===== config.mk =====
export PLATFORM = sky130hd
export DESIGN_NAME = lpht_ram
export DESIGN_NICKNAME = d
export VERILOG_FILES = /design/src/linear_probe_hash_table_macros.svh /design/src/lpht_ram.sv
export SDC_FILE = /design/constraint.sdc
export NUM_CORES = 1
export LEC_CHECK = 0
export BUFFER_PORTS_ARGS = -buffer_cell sky130_fd_sc_hd__buf_2
export CORE_ASPECT_RATIO = 1.5
export CORE_MARGIN = 10
export CORE_UTILIZATION = 49
export DETAILED_ROUTE_END_ITERATION = 10
export PLACE_DENSITY = 0.65
export SLEW_MARGIN = 5
export SYNTH_ARGS = -nofsm -noshare
export SYNTH_HDL_FRONTEND = slang
export SYNTH_SLANG_ARGS = --single-unit

===== constraint.sdc =====
create_clock -name clk -period 2.2 [get_ports clk]
set_clock_uncertainty 0.1 [all_clocks]
set_input_delay 0.22 -clock clk [delete_from_list [all_inputs] [get_ports clk]]
set_output_delay 0.22 -clock clk [all_outputs]
set_load 0.005 [all_outputs]

===== src/linear_probe_hash_table_macros.svh =====
// ----------------------------------------------------------------------------
// Assertion macros for the hash table.
// Property forms used by the hash table module, which checks its own logic.
// ----------------------------------------------------------------------------
`ifndef LINEAR_PROBE_HASH_TABLE_MACROS_SVH
`define LINEAR_PROBE_HASH_TABLE_MACROS_SVH

// An implication checked on every clock edge outside reset.
`define LPHT_ASSERT_IMP(label, clk, rst_n, a, c) \
    label: assert property (@(posedge clk) disable iff (!rst_n) (a) |-> (c)) \
        else $error("assertion failed");

// A consequence that must hold in the cycle after a condition.
`define LPHT_ASSERT_NEXT(label, clk, rst_n, a, c) \
    label: assert property (@(posedge clk) disable iff (!rst_n) (a) |=> (c)) \
        else $error("assertion failed");

`endif


===== src/lpht_ram.sv =====
// ----------------------------------------------------------------------------
// Generic single-port RAM
// One write or read per cycle, read data registered.
// ----------------------------------------------------------------------------
module lpht_ram #(
    parameter int Width = 8,
    parameter int Depth = 16
) (
    input  logic                     clk,
    input  logic                     we,
    input  logic [$clog2(Depth)-1:0] addr,
    input  logic [Width-1:0]         wdata,
    output logic [Width-1:0]         rdata
);
    logic [Width-1:0] mem [Depth];

    always_ff @(posedge clk)
    begin
        if (we)
        begin
            mem[addr] <= wdata;
        end
        rdata <= mem[addr];
    end
endmodule


### Yosys cells after proc, flatten, opt, wreduce, memory -nomap -nowiden

Memory sizes are Yosys's and may differ from the RTL's. A register that Yosys moved wholly into a read port is not among the register bits.
Index checks and enable logic that the tools add are counted.

* bits in registers: 0
* memory bits (writable): 128
* memories kept: 1
* logic and storage cells: 3

Memories
* mem: depth 16, bits a word 8, read ports 1, clocked after memory_dff 1, wr ports 1, RTL line lpht_ram.sv:15 `logic [Width-1:0] mem [Depth];`

* muxes and demuxes: 2

Operator list (count)
* $mux W1: 2

### Depth between registers and ports, before layout

* depth in word-level cells: 2
* mapped depth: 5
* gate-level depth less buffers: 3

### Worst setup path after synthesis

Ideal clock, no wire load.

* path kind: input to register
* from: input port addr[2]
* to: memory mem[0][0] (enable)
* cell stages on the path: 2
* data required time: 1717 ps
* path buffers: 0
* path slack: 387 ps
* data arrival time: 1330 ps
* library setup time: 383 ps
* cell sequence: or3b_2 nor3_1

RTL lines
* start: declaration: RTL line lpht_ram.sv:11 `input logic [$clog2(Depth)-1:0] addr,`
* end: declaration: RTL line lpht_ram.sv:15

No word-level cell before the write port.

==> results.md <==
| Quantity | This run |
|---|---|
| Die area | 14890 um^2 |
| Power density over the cells | 946.8 nW/um^2 |
| Number of hold violations in the final report | 0 |
| Ordered cell list for the critical path | buf_2 > buf_4 > mux4_2 > a22oi_1 > nand2_1 |
| Class of the tightest hold or removal check | input pin to flip-flop |
| Count of nets after finishing | 297 |
| Initial antenna violation count | 0 |
| Final cell area excluding filler cells | 5992 um^2 |
| Final HPWL from detailed placement | 6319 um |
| Die width | 103.0 um |
| Total power | 5.673 mW |
| Global-route total usage across every layer | 14.51% |
| Area after detailed placement | 5477 um^2 |
| Number of flip-flops and latches in the synthesized netlist | 136 |
| Sort of element at the end of the critical path | flip-flop |
| Leakage power of the design | 2.005 nW |
| Actual transition at the worst max-transition pin | 0.6804 ns |
| CP bufs+invs | 2 |
| Inserted Clock Buffers | 17 |
| Drt first-iter violations | 163 |
| TritonCTS clock tree | yes |
| Worst reg-to-reg setup slack | 0.76 ns |
| Area taken by flip-flops and latches | 4004 um^2 |
| Unrepaired setup endpoints after global routing | no |
| Filler cell count in the final layout | 741 |
| Global route total overflow | 0 |
| RD Place Congestion | 0.7694 |
| Final period demand of the worst path | 1.445 ns |
| Worst Slack Setup Final | 0.7547 ns |
| Seq/Total Area, Yosys | 79.01% |
| Total number of vias | 2360 |
| Root buf cell | sky130_fd_sc_hd__clkbuf_16 |
| Total count of max-transition violations in the final report | 0 |
| Core outline area | 10130 um^2 |
| Fmax | 691.9 MHz |
| Data arrival, critical path | 1.64 ns |
| CTS max path bufs | 2 |
| Layout overhead on the synthesized area | 18.25% |
| Die Y-Extent | 144.6 um |
| Count of unique library cells instantiated by Yosys | 18 |
| Final worst path period share | 65.70% |
| Clock Sinks | 136 |
| Cell count after synthesis | 230 |
| Layout cell share with drive strength beyond 1 | 33.78% |
| Required time at the worst-slack endpoint | 2.40 ns |
| Post-layout util | 59.12% |
| H-tree levels | 4 |
| Mean number of vias per cell | 5.714 |
| Count of standard-cell rows | 45 |
| Post-route setup TNS | 0 ns |
| Number of nets with antenna violations after detailed routing | 0 |
| Number of ports placed on the die boundary | 22 |
| Diodes inserted | 0 |
| Worst slew margin relative to its limit | 54.55% |
| Net count after synthesis | 244 |
| Routed wire length | 9557 um |
| Top fanout value on the critical path | 11 |
| Maximum VDD drop | 0.6786 mV |
| Average wire length per cell after detail routing | 23.14 um |
| Setup fix buffers added after clock tree synthesis | 0 |
| Number of I/O port buffers | 21 |
| Number of design rule violations left after detail routing | 0 |
| Setup violators final | 0 |
| Clock transition at the register clock pins on the worst setup and hold paths after CTS | 0.06 ns |
| Largest stage delay on the critical path | 0.51 ns |
| Clock latency of the later-clocked register in the worst-skew pair | 0.41 ns |
| Mapped Avg Cell Area | 22.03 um^2 |
| Syn Std Cell Area | 5067 um^2 |
| Wire length of the first global-routing pass | 15330 um |
| # Max-Cap Violations | 0 |
| Drt pass-1 iters | 4 |
| Total area of multi-input combinational cells | 1003 um^2 |
| Cts repair resizes | 0 |
| Crit start category | input pin |
| Pre-CTS WS | 0.3156 ns |
| Kind of critical path | input pin to flip-flop |
| # hold bufs at CTS | 0 |
| Delay-heaviest family, CP | buffers and inverters |
| Worst path slowest cell | sky130_fd_sc_hd__mux4_2 |
| Status | completed |
| Largest net degree at the start of global routing | 40 |
| Number of global-route vias before repair | 2637 |
| Syn. warnings | 0 |
| Starting density of the core | 50.00% |
cells in the mapped netlist, drive strengths merged:
library cell | n | share of area (%)
or3b | 1 | 0.17
nand2 | 9 | 0.67
buf | 8 | 0.94
mux4 | 32 | 14
nor3 | 4 | 0.40
and2 | 1 | 0.12
nand2b | 2 | 0.25
edfxtp | 128 | 76
dfxtp | 8 | 3.2
clkbuf | 3 | 0.25
nand3b | 2 | 0.30
nand3 | 1 | 0.099
nor2b | 2 | 0.25
a22oi | 16 | 2.4
nor2 | 13 | 0.96
per-layer routing:
| metal | up-vias | wire length [um] | track usage [%] |
|---|---|---|---|
| li1 | 1068 | - | - |
| met1 | 1230 | 3897 | 16.69 |
| met2 | 46 | 5069 | 23.97 |
| met3 | 16 | 368 | 4.728 |
| met4 | 0 | 222 | 6.539 |
| met5 | - | 0 | 0 |
path summary, 6_finish.rpt:
kind | startpoint | cells past startpoint | to
max | addr[0] | 5 | rdata[7]
min | wdata[5] | 1 | mem[15][5]
max reg2reg | mem[3][6] | 3 | rdata[6]
min reg2reg | mem[15][7] | 3 | rdata[7]
layout by cell type (no fill, tap or decap):
cell type,instances
sky130_fd_sc_hd__or3b_2,1
sky130_fd_sc_hd__nand3_1,1
sky130_fd_sc_hd__mux4_2,32
sky130_fd_sc_hd__clkinv_2,3
sky130_fd_sc_hd__buf_12,3
sky130_fd_sc_hd__and2_1,1
sky130_fd_sc_hd__buf_2,21
sky130_fd_sc_hd__bufinv_16,1
sky130_fd_sc_hd__nand2b_1,2
sky130_fd_sc_hd__nor2b_1,2
sky130_fd_sc_hd__buf_4,21
sky130_fd_sc_hd__dfxtp_1,8
sky130_fd_sc_hd__clkinvlp_4,1
sky130_fd_sc_hd__clkbuf_1,10
sky130_fd_sc_hd__edfxtp_1,128
sky130_fd_sc_hd__nor3_1,4
sky130_fd_sc_hd__a22oi_1,16
sky130_fd_sc_hd__nand2_1,9
sky130_fd_sc_hd__clkbuf_16,17
sky130_fd_sc_hd__nand3b_1,2
sky130_fd_sc_hd__nor2_1,13
registers in the layout (all words and copies together) (netlist names):
| name | cells |
|---|---|
| mem | 128 |
| rdata | 8 |
per-stage QoR:
stage / hold WS (ns) / instances
after global placement: 0.5043 / 381
final: 0.08491 / 413
after detailed placement: 0.5089 / 381
after CTS: 0.07509 / 413
after floorplan: 0.2189 / 230
after global routing: 0.09432 / 413
logic make-up (layout without fill, tap and decap cells):
group                  count (synthesis)  count (layout)  share of synthesized area (%)
muxes                                 32              32                          14.22
buffers and inverters                 11              77                          1.185
and+or+nand+nor                       35              35                          3.210
AOI/OAI and AO/OA                     16              16                          2.370
DFF                                  136             136                          79.01
power breakdown:
group	switching [mW]	internal (mW)
clock	0.940	1.54
sequential	0.0161	2.90
combinational	0.151	0.122
final cells by class:
type                       count  area share, %
sequential                   136          66.82
multi-input combinational     83          16.75
clock buffer                  27          7.726
timing repair buffer          45          5.387
tap                          117          2.443
clock inverter                 5         0.8770
Note: power is estimated with default switching activity, not from simulation.
