File: src/linear_probe_hash_table_macros.svh
// ----------------------------------------------------------------------------
// Assertion macros for the hash table.
// Property forms used by the hash table module, which checks its own logic.
// ----------------------------------------------------------------------------
`ifndef LINEAR_PROBE_HASH_TABLE_MACROS_SVH
`define LINEAR_PROBE_HASH_TABLE_MACROS_SVH

// An implication checked on every clock edge outside reset.
`define LPHT_ASSERT_IMP(label, clk, rst_n, a, c) \
    label: assert property (@(posedge clk) disable iff (!rst_n) (a) |-> (c)) \
        else $error("assertion failed");

// A consequence that must hold in the cycle after a condition.
`define LPHT_ASSERT_NEXT(label, clk, rst_n, a, c) \
    label: assert property (@(posedge clk) disable iff (!rst_n) (a) |=> (c)) \
        else $error("assertion failed");

`endif

File: src/lpht_pkg.sv
// ----------------------------------------------------------------------------
// Hash table package
// Sizes, codes and the FNV-1 constants shared by the hash table modules.
// ----------------------------------------------------------------------------
package lpht_pkg;
    localparam int Capacity = 1024;
    localparam int KeyBytes = 8;
    localparam int IdxW = $clog2(Capacity);
    localparam int CntW = IdxW + 1;
    localparam int LenW = 4;
    localparam int SlotW = 1 + LenW + 64 + 64;

    localparam logic [63:0] FNV_OFFSET = 64'hcbf29ce484222325;
    localparam logic [63:0] FNV_PRIME = 64'h00000100000001b3;

    localparam logic [1:0] MODE_FIND = 2'd0;
    localparam logic [1:0] MODE_INSERT = 2'd1;
    localparam logic [1:0] MODE_GET_INS = 2'd2;

    localparam logic [2:0] ST_MISS = 3'd0;
    localparam logic [2:0] ST_HIT = 3'd1;
    localparam logic [2:0] ST_INSERTED = 3'd2;
    localparam logic [2:0] ST_PRESENT = 3'd3;
    localparam logic [2:0] ST_FULL = 3'd4;
    localparam logic [2:0] ST_INVALID = 3'd5;

    localparam logic [CntW-1:0] LOAD_LIMIT = CntW'((Capacity * 3 + 3) / 4);

    typedef struct packed {
        logic start;
        logic [63:0] key;
        logic [LenW-1:0] len;
    } hash_req_t;
endpackage

File: src/lpht_hash.sv
// ----------------------------------------------------------------------------
// FNV-1 hash unit
// Processes one key byte per cycle: multiply by the prime, then xor.
// ----------------------------------------------------------------------------
module lpht_hash
    import lpht_pkg::*;
(
    input  logic            clk,
    input  logic            rst_n,
    input  hash_req_t       req,
    output logic            done,
    output logic [IdxW-1:0] home
);
    logic [63:0] h_reg, h_next;
    logic [63:0] k_reg, k_next;
    logic [LenW-1:0] n_reg, n_next;
    logic busy_reg, busy_next;
    logic done_reg, done_next;
    logic [63:0] prod;

    // Prime is 2^40 + 0x1b3, so the product is a shift plus a narrow multiply.
    assign prod = (h_reg << 40) + (h_reg * 64'h1b3);

    always_comb
    begin
        h_next = h_reg;
        k_next = k_reg;
        n_next = n_reg;
        busy_next = busy_reg;
        done_next = 1'b0;
        if (req.start)
        begin
            h_next = FNV_OFFSET;
            k_next = req.key;
            n_next = req.len;
            busy_next = 1'b1;
        end
        else if (busy_reg)
        begin
            if (n_reg == '0)
            begin
                busy_next = 1'b0;
                done_next = 1'b1;
            end
            else
            begin
                h_next = prod ^ {56'd0, k_reg[7:0]};
                k_next = k_reg >> 8;
                n_next = n_reg - LenW'(1);
            end
        end
    end

    always_ff @(posedge clk or negedge rst_n)
    begin
        if (!rst_n)
        begin
            busy_reg <= 1'b0;
            done_reg <= 1'b0;
        end
        else
        begin
            busy_reg <= busy_next;
            done_reg <= done_next;
        end
    end

    always_ff @(posedge clk)
    begin
        h_reg <= h_next;
        k_reg <= k_next;
        n_reg <= n_next;
    end

    assign done = done_reg;
    assign home = h_reg[IdxW-1:0];
endmodule

File: config.mk
export PLATFORM = sky130hd
export DESIGN_NAME = lpht_hash
export DESIGN_NICKNAME = d
export VERILOG_FILES = /design/src/linear_probe_hash_table_macros.svh /design/src/lpht_pkg.sv /design/src/lpht_hash.sv
export SDC_FILE = /design/constraint.sdc
export NUM_CORES = 1
export LEC_CHECK = 0
export ABC_CLOCK_PERIOD_IN_PS = 7030
export BUFFER_PORTS_ARGS = -buffer_cell sky130_fd_sc_hd__buf_2
export CAP_MARGIN = 10
export CORE_ASPECT_RATIO = 0.6
export CORE_MARGIN = 5
export CORE_UTILIZATION = 55
export DETAILED_ROUTE_END_ITERATION = 16
export GPL_ROUTABILITY_DRIVEN = 0
export PLACE_DENSITY_LB_ADDON = 0.2
export SETUP_SLACK_MARGIN = 0.1
export SYNTH_ARGS = -nofsm -noshare
export SYNTH_HDL_FRONTEND = slang
export SYNTH_SLANG_ARGS = --single-unit
File: constraint.sdc
create_clock -name clk -period 7.03 [get_ports clk]
set_clock_uncertainty 0.15 [all_clocks]
set_input_delay 0.3515 -clock clk [delete_from_list [all_inputs] [get_ports clk]]
set_output_delay 0.3515 -clock clk [all_outputs]
set_load 0.02 [all_outputs]
Word-level counts from Yosys, hierarchy flattened
Index checks and enable logic that the tools add are counted.

operators by class
  bitwise gates (word level) = 2
  add/subtract/negate cells = 2
  muxes and demuxes = 12
  multiply operators = 1
  reductions and logical operators = 4
  eq/ne operators = 1

operator list
  cell                   number
  $mux 64                3
  $add 64x64->64         1
  $mul 64x9->64 const B  1
  $xor 64x8->64          1
  $mux 4                 3
  $mux 1                 6
  $logic_not 4->1        1
  $reduce_and 2->1       2
  $sub 4x1->4 const B    1
  $ne 2x2->1 const B     1
  $reduce_bool 2->1      1
  $not 1->1              1

word-level totals
  flip-flop bits (word level) = 134
  output and inout port bits = 11

Logic depth before layout (Yosys ltp)
Gate-level depths: netlist (run 1).

  depth after elaboration = 4
  mapped depth = 13
  gate-level depth less buffers = 13

Worst setup path before layout (run 1)
Ideal clock, no wire load.

  path type = register to register
  start = register h_reg[6]
  end = register h_reg[7]
  cell stages (with the launch flop) = 11
  arrival = 3237 ps
  buffers on the path = 0
  required time = 6794 ps
  slack = 3557 ps
  cells stage by stage = dfxtp_1 > ha_1 > fa_1 > ha_1 > fa_1 > ha_1 > inv_1 > fa_1 > xnor2_1 > xnor2_1 > a211oi_1

on the way
  longest elaborated chain between the ends = 3

RTL lines
  item                    RTL line         text
  from (decl)             lpht_hash.sv:14  logic [63:0] h_reg, h_next;
  from (signal assigned)  lpht_hash.sv:70  h_reg <= h_next;
  $mul 64x9->64           lpht_hash.sv:22  assign prod = (h_reg << 40) + (h_reg * 64'h1b3);
  $add 64x64->64          lpht_hash.sv:22
  $xor 64x8->64           lpht_hash.sv:47  h_next = prod ^ {56'd0, k_reg[7:0]};

Every way passes these cells.
A chain may end at the register's enable or synchronous reset.

Final worst setup path (run 1)
Ends and elaborated chain as after synthesis.

==> results of run 1 <==
-- metal layers --
layer	vias up	share of wire [%]	track usage, %
met1	1175	48	24.81
met2	66	43	24.27
met5	-	0.17	0
met4	2	0.50	3.691
li1	1138	-	-
met3	6	8.4	7.059
-- worst register-to-register path, cell delays in order, from the launching register on --
cell      delay, ns
dfxtp_1        0.47
ha_1           0.31
fa_1           0.47
ha_1           0.31
fa_1           0.48
ha_1           0.32
inv_1          0.06
fa_1           0.45
xnor2_1        0.21
xnor2_1        0.13
a211oi_1       0.25
-- worst max path at each step --
stage	to
final	h_reg[7]
after global routing	h_reg[7]
after global placement	h_reg[7]
after detailed placement	h_reg[7]
after CTS	h_reg[7]
after floorplan	h_reg[7]
-- cell usage in the layout, fill, tap and decap left out --
master         count
clkinv_1           1
xor2_1             5
xnor2_1           16
clkbuf_16          9
buf_4              1
nor3b_1            1
ha_1              30
dlygate4sd3_1      1
clkinv_2           1
a211o_1            2
mux2_2            58
a21o_1             2
and2_1             8
nand2_2            1
and2_4             1
nor3_1             1
nor2_1             6
nand2_1            4
inv_6              1
inv_1             13
o21ai_0            2
clkinv_4           2
edfxtp_1          68
bufinv_16          2
or3b_1             1
a21oi_1            5
o21ai_1            1
nand2b_4           1
dfrtp_1            2
buf_2             81
mux2i_1            1
xnor3_1            1
nand2b_1           2
dfxtp_1           10
fa_1               9
a211oi_1           4
-- area by class of cell --
class / count / area [µm²] / area share, %
multi-input combinational: 162 / 1678 / 34.30
tap: 104 / 130.1 / 2.660
timing repair buffer: 83 / 422.9 / 8.645
sequential: 80 / 2292 / 46.85
clock inverter: 7 / 95.09 / 1.944
inverter: 13 / 48.80 / 0.9974
clock buffer: 9 / 225.2 / 4.604
-- cells by family (layout without fill, tap and decap cells) --
group,Yosys count,in the layout,share of synthesized area (%)
muxes,59,59,16.26
AOI/OAI and AO/OA,16,16,2.515
xor gates and xnor gates,22,22,5.061
and+or+nand+nor,26,26,3.497
buffers and inverters,25,112,2.853
adders and majority gates,39,39,13.62
DFF,80,80,56.20
-- repair_timing --
action,4_1_cts,5_1_grt
gates resized for setup,0,0
hold buffers,1,0
endpoints found under the hold margin,2,0
-- stage by stage --
step	area [µm²]	cells	hold slack, ns	util, %	setup slack [ns]
floorplan	4079	267	-0.09409	-	3.557
global placement	4562	441	-0.01171	63.04	3.454
detailed placement	4562	441	-0.007644	63.04	3.432
CTS	4892	458	0.1422	67.60	3.392
global route	4892	458	0.1455	67.60	3.159
finish	4892	458	0.1541	67.60	3.347
==> flow_metrics.py, run 1 <==
metrics = {
    "clock_tree": {
        "cts_buffers": 9,
        "postCtsSetupRepairBufs": 0,
        "insertion_delay_ns": 0.33,
        "cts_tree": "done",
        "clock-sinks": 80,
        "cts_root_buf": "clkbuf_16",
        "htree_levels": 3,
        "cts_buffer_depth": 2,
        "clk_pin_slew_ns": 0.06,
    },
    "finish": {
        "largest_reg_flops": 64,
        "syn2layout_area_growth_pct": 19.94,
        "drive_above_1_share_pct": 44.63,
        "final_nets": 459,
        "diodes": 0,
        "nFillCells": 541,
    },
    "placed_design": {
        "detailed_place_hpwl_um": 5426,
        "portBuffers": 81,
    },
    "critical_path": {
        "path_depth": 10,
        "r2r_setup_slack_ns": 3.35,
        "cpMaxStageDelayCell": "fa_1",
        "cp.required_ns": 7.11,
        "rr_endpoint": "h_reg[7]",
        "crit_family": "adder cells",
        "cp.arrival_ns": 3.77,
        "cp-start-kind": "register",
        "r2r_start": "h_reg[6]",
        "crit_buf_inv": 1,
        "reg2reg_depth": 10,
        "cp_max_fo": 4,
        "cpPeakStageDelay_ns": 0.48,
        "critPathKind": "reg2reg",
        "cp-end-kind": "register",
        "crit_start": "h_reg[6]",
        "cp_cell_sequence": "ha_1, fa_1, ha_1, fa_1, ha_1, inv_1, fa_1, xnor2_1, xnor2_1, a211oi_1",
    },
    "routing": {
        "wirelength_um": 7640,
        "vias_per_cell": 5.212,
        "num_vias": 2387,
        "ant_nets": 0,
        "drc": 0,
        "routedWlPerCell_um": 16.68,
        "drtIter0Drc": 162,
        "drt_pre_antenna_iters": 4,
    },
    "sta": {
        "min_period_over_period_pct": 52.38,
        "period_needed_ns": 3.683,
        "setup_tns_ns": 0,
        "setup_viol": 0,
        "relSlewSlack_pct": 37.48,
        "final_max_slew_viol_count": 0,
        "rsz0062_at_grt": "false",
        "fmax_mhz": 271.5,
        "final-hold-violation-count": 0,
        "tightest_slew_ns": 0.9379,
    },
    "yosys": {
        "ys_ff_latch": 80,
        "avgSynthCellArea_um2": 15.28,
        "yosys-top-cells-area": "edfxtp_1 (50%), mux2_2 (16%), ha_1 (9.2%)",
        "synth_edf_count": 68,
        "ys_seq_area_share_pct": 56.20,
        "synth_nets": 377,
        "syn_area_um2": 4079,
        "async_reset_ff_share_pct": 2.500,
        "synth.most_common_cell": "edfxtp_1",
        "yosysWarnings": 0,
        "yosys.area.top_type_share_pct": 50.06,
        "yosysUniqueCellTypes": 30,
        "synthTopCellsByCount": "edfxtp_1 (68), mux2_2 (58), ha_1 (30), xnor2_1 (16), inv_1 (13)",
        "synthFlopType": "edfxtp_1",
        "yosysTopAreaCell": "edfxtp_1",
        "syn_inst": 267,
    },
    "floorplanning": {
        "ios": 82,
        "initial_core_util_pct": 56.36,
        "die_h_um": 76.71,
        "coreArea_um2": 7237,
        "die_x_um": 121.2,
        "die_area_um2": 9295,
        "num_rows": 24,
    },
    "global_route": {
        "antenna_found_initial": 1,
        "grt_use_total_pct": 17.13,
        "grt_pass1_vias": 2437,
        "grt-ovfl-total": 0,
        "grt_max_degree": 82,
        "grt_pass1_wl_um": 12140,
    },
    "worst_hold_path": {
        "min_path_type": "in2reg",
        "hold_path_end": "k_reg[58]",
        "hold_depth": 2,
        "hp-start": "req[62]",
    },
    "job": {
        "cap_viol_max_count": 0,
    },
    "status": {
        "status": "complete, no violations",
    },
}
Power of run 1 is not shown: default switching activity piles up to over one toggle a cycle in this logic, so the estimate is an artifact.
==> inputs of run 2 (changes only) <==
ABC_CLOCK_PERIOD_IN_PS = 3500   (was 7030)
clock period = 3.5 ns   (was 7.03 ns; I/O delays follow)
==> flow_metrics.py, run 2 (same netlist as run 1, synthesis figures left out) <==
metrics = {
    "clock_tree": {
        "cts_root_buf": "clkbuf_16",
        "clock-sinks": 80,
        "cts_tree": "done",
        "clk_pin_slew_ns": 0.06,
        "cts_buffer_depth": 2,
        "cts_buffers": 9,
        "insertion_delay_ns": 0.33,
        "htree_levels": 3,
    },
    "sta": {
        "period_needed_ns": 3.359,
        "relSlewSlack_pct": 36.43,
        "holdWs_ns": 0.01451,
        "setup_viol": 0,
        "final_max_slew_viol_count": 0,
        "rsz0062_at_grt": "true",
        "final-hold-violation-count": 0,
        "min_period_over_period_pct": 95.98,
        "worst_slack_ns": 0.1406,
        "fmax_mhz": 297.7,
        "tightest_slew_ns": 0.9536,
    },
    "global_route": {
        "grt_pass1_vias": 2723,
        "antenna_found_initial": 0,
        "grt_use_total_pct": 19.30,
        "grt-ovfl-total": 0,
        "grt_max_degree": 82,
        "grt_pass1_wl_um": 13560,
    },
    "power_and_ir_drop": {
        "finalPower_w": 0.006580,
        "powerDensity_nw_per_um2": 1188,
        "internal_power_w": 0.004155,
        "p_comb_share_pct": 61.8,
        "p_sw_w": 0.002425,
        "vdd.ir_drop.worst_uv": 820.9,
        "swShare_pct": 36.86,
        "p_seq_share_pct": 24.5,
        "power.leakage_nw": 2.333,
        "clockPowerShare_pct": 13.7,
    },
    "placed_design": {
        "detailed_place_hpwl_um": 5566,
        "place_ws_ns": -0.09795,
        "dp.cells": 446,
        "portBuffers": 81,
    },
    "finish": {
        "finalNonFillerCells": 511,
        "drive_above_1_share_pct": 46.19,
        "syn2layout_area_growth_pct": 35.80,
        "layout_common_cells": "buf_2 (81), edfxtp_1 (68), mux2_2 (58)",
        "final_nets": 512,
        "largest_reg_flops": 64,
        "final_common_cell": "buf_2",
        "diodes": 0,
    },
    "routing": {
        "routedWlPerCell_um": 16.98,
        "wirelength_um": 8675,
        "drt_pre_antenna_iters": 5,
        "num_vias": 2533,
        "ant_nets": 0,
        "drtIter0Drc": 159,
        "drc": 0,
        "vias_per_cell": 4.957,
    },
    "floorplanning": {
        "ios": 82,
        "die_area_um2": 9295,
        "coreArea_um2": 7237,
        "num_rows": 24,
        "die_h_um": 76.71,
        "die_x_um": 121.2,
        "initial_core_util_pct": 56.36,
    },
    "job": {
        "cap_viol_max_count": 0,
    },
    "worst_hold_path": {
        "min_path_type": "in2reg",
    },
    "critical_path": {
        "critPathKind": "reg2reg",
        "cp.required_ns": 3.56,
        "cp_max_fo": 4,
        "cp-start-kind": "register",
        "cp-end-kind": "register",
        "cp.arrival_ns": 3.42,
    },
    "status": {
        "status": "complete, no violations",
    },
}
run 2: cell count changes in the layout (fill, tap and decap cells not counted), sizes merged:
cell and delta:
buf +6, clkinv -2, dlygate4sd3 +47, bufinv -1
clkinvlp +1, clkbuf +3, inv -1
run 2: worst paths after layout:
check,from,end,slack (ns),cells past startpoint
setup reg to reg,h_reg[7],h_reg[9],0.14,12
max in group asynchronous,rst_n,busy_reg,2.55,3
min in group asynchronous,rst_n,done,0.54,3
setup / recovery,h_reg[7],h_reg[9],0.14,12
hold / removal,req[38],k_reg[34],0.01,2
hold reg to reg,h_reg[6],h_reg[6],0.36,2
run 2: layout make-up:
class,count,area [µm²]
clock buffer,12,236.5
sequential,80,2312
inverter,13,48.80
multi-input combinational,162,1826
tap,104,130.1
timing repair buffer,136,938.4
clock inverter,4,47.55
fill,468,1698
run 2: per-layer routing:
| metal | GRT usage [%] | vias to the layer above | share of wire, % |
|---|---|---|---|
| li1 | - | 1245 | - |
| met1 | 26.40 | 1220 | 46 |
| met2 | 30.25 | 66 | 48 |
| met3 | 6.912 | 2 | 6.5 |
| met4 | 3.356 | 0 | 0.21 |
| met5 | 0 | - | 0 |
run 2: per-stage QoR:
stage                     TNS (ns)  utilization, %  area, µm²
after CTS                        0           75.35       5453
after global placement           0           63.66       4607
after global routing             0           76.54       5539
final                            0           76.54       5539
after floorplan                  0               -       4086
after detailed placement   -0.1082           63.66       4607
run 2: what timing repair did:
item,4_1_cts,5_1_grt
pin swaps,12,8
setup buffers,1,0
endpoints found under the hold margin,48,0
setup endpoints to repair,4,4
hold buffers,48,0
cloned,0,0
gates resized for setup,12,13
run 2: power groups by stage:
stage | Sequential [W] | Combinational (W) | Clock (W)
6_report | 0.00161 | 0.00407 | 0.000901
5_1_grt | 0.00164 | 0.00447 | 0.000969
4_1_cts | 0.00159 | 0.00391 | 0.000919
3_5_place_dp | 0.00160 | 0.00355 | 0
3_3_place_gp | 0.00158 | 0.00338 | 0
2_1_floorplan | 0.00162 | 0.00269 | 0
run 2: critical path, stage by stage, from the launching register on:
cell	delay (ns)
dfxtp_2	0.35
ha_4	0.26
inv_2	0.03
fa_1	0.46
fa_1	0.50
inv_1	0.05
fa_1	0.49
ha_2	0.18
xor2_1	0.17
xnor2_1	0.14
xnor3_1	0.25
xnor2_1	0.14
o21ai_1	0.07
Power figures use the tool's default switching activity.
==> inputs of run 3 (changes only) <==
CELL_PAD_IN_SITES_DETAIL_PLACEMENT = 0   (was unset)
CELL_PAD_IN_SITES_GLOBAL_PLACEMENT = 2   (was unset)
CORE_UTILIZATION = 38   (was 55)
==> flow_metrics.py, run 3 (same netlist as run 1, synthesis figures left out) <==
metrics = {
    "critical_path": {
        "cp.required_ns": 3.55,
        "cp_common_cell": "fa_1",
        "cpMaxStageDelayCell": "fa_1",
        "cp.arrival_ns": 3.53,
        "critPathKind": "reg2reg",
        "cp_max_fo": 2,
        "reg2reg_depth": 10,
        "cp_cell_sequence": "ha_4, inv_2, fa_1, fa_1, inv_2, fa_1, ha_2, ha_1, xor2_1, o21ai_0",
        "r2r_setup_slack_ns": 0.02,
        "cp-end-kind": "register",
        "cp-start-kind": "register",
        "cpPeakStageDelay_ns": 0.55,
    },
    "sta": {
        "min_period_over_period_pct": 99.39,
        "rsz0062_at_grt": "true",
        "final_max_slew_viol_count": 0,
        "relSlewSlack_pct": 35.17,
        "setup_viol": 0,
        "period_needed_ns": 3.478,
        "tightest_slew_ns": 0.9724,
        "fmax_mhz": 287.5,
        "final-hold-violation-count": 0,
    },
    "finish": {
        "final_nets": 524,
        "syn2layout_area_growth_pct": 41.29,
        "final_cell_area_um2": 5763,
        "final_common_cell": "buf_2",
        "largest_reg_flops": 64,
        "diodes": 0,
        "layout_common_cells": "buf_2 (80), edfxtp_1 (68), mux2_2 (58)",
        "drive_above_1_share_pct": 47.49,
    },
    "floorplanning": {
        "die_area_um2": 12970,
        "initial_core_util_pct": 38.76,
        "die_x_um": 143.8,
        "num_rows": 29,
        "die_h_um": 90.25,
        "ios": 82,
        "coreArea_um2": 10520,
    },
    "global_route": {
        "grt-ovfl-total": 0,
        "grtUsageMet2_pct": 19.91,
        "grt_pass1_wl_um": 14230,
        "grt_pass1_vias": 2776,
        "antenna_found_initial": 0,
        "gr-max-usage-layer": "met1",
        "met1_usage_pct": 20.74,
        "grt_use_total_pct": 14.28,
        "grt_max_degree": 82,
        "gr-usage-met3_pct": 5.979,
    },
    "clock_tree": {
        "htree_levels": 3,
        "cts_buffers": 9,
        "clk_pin_slew_ns": 0.06,
        "insertion_delay_ns": 0.33,
        "clock-sinks": 80,
        "cts_buffer_depth": 2,
        "cts_tree": "done",
        "cts_root_buf": "clkbuf_16",
    },
    "worst_hold_path": {
        "hold_depth": 2,
        "min_path_type": "in2reg",
    },
    "routing": {
        "num_vias": 2530,
        "routedWlPerCell_um": 15.69,
        "wirelength_um": 8757,
        "drt_pre_antenna_iters": 4,
        "drc": 0,
        "vias_per_cell": 4.534,
        "ant_nets": 0,
        "drtIter0Drc": 114,
    },
    "job": {
        "cap_viol_max_count": 0,
    },
    "placed_design": {
        "detailed_place_hpwl_um": 5801,
        "placed_cell_area_um2": 4668,
        "portBuffers": 81,
    },
    "status": {
        "status": "complete, no violations",
    },
}
==> run 3: cell count changes in the layout (fill, tap and decap cells not counted), sizes merged <==
cell         previous run  this run
clkinv                  2         3
inv                    13        14
clkinvlp                1         2
dlygate4sd3            48        57
buf                    88        91
clkbuf                 12         9
==> run 3: path summary, 6_finish.rpt <==
check | from | endpoint
setup / recovery | h_reg[8] | h_reg[8]
hold / removal | req[29] | k_reg[25]
setup reg to reg | h_reg[8] | h_reg[8]
hold reg to reg | h_reg[6] | h_reg[6]
max in group asynchronous | rst_n | busy_reg
min in group asynchronous | rst_n | done
==> run 3: layout make-up <==
cell class                 instances  area (µm²)
timing repair buffer             148        1054
fill                             889        4760
clock buffer                       9       225.2
sequential                        80        2312
inverter                          13       51.30
multi-input combinational        162        1876
clock inverter                     7       71.32
tap                              139       173.9
==> run 3: routing by layer <==
layer	up-vias	routed length (µm)
met5	-	0
met4	0	45
met3	7	687
met2	67	3692
met1	1193	4332
li1	1263	-
==> run 3: per-stage QoR <==
step / hold slack [ns] / setup WS (ns) / util, % / std cells / setup TNS (ns)
final: 0.01257 / 0.02151 / 54.77 / 558 / 0
after global routing: 0.002965 / -0.1078 / 54.77 / 558 / -0.2153
after CTS: 0.002163 / 0.09867 / 53.98 / 558 / 0
after detailed placement: -0.1870 / -0.03599 / 44.36 / 483 / -0.05283
after global placement: -0.1882 / -0.04142 / 44.36 / 483 / -0.04840
after floorplan: -0.2706 / 0.1133 / - / 267 / 0
==> run 3: what timing repair did <==
item                                    CTS  global route
hold buffers                             57             0
buffers inserted                          2             0
endpoints found under the setup margin    4             4
resized for setup                        20            14
endpoints found under the hold margin    57             0
pin swaps                                13            14
==> run 3: worst max-delay path: cells and delay by family, from the launching register on <==
kind | cells | cell delay, ns
buffers and inverters | 2 | 0.08
adder cells (fa/ha/maj) | 6 | 2.39
AO/OA/AOI/OAI | 1 | 0.10
flip-flops | 1 | 0.35
XOR/XNOR | 1 | 0.26
Power of run 3 is left out for the same reason.
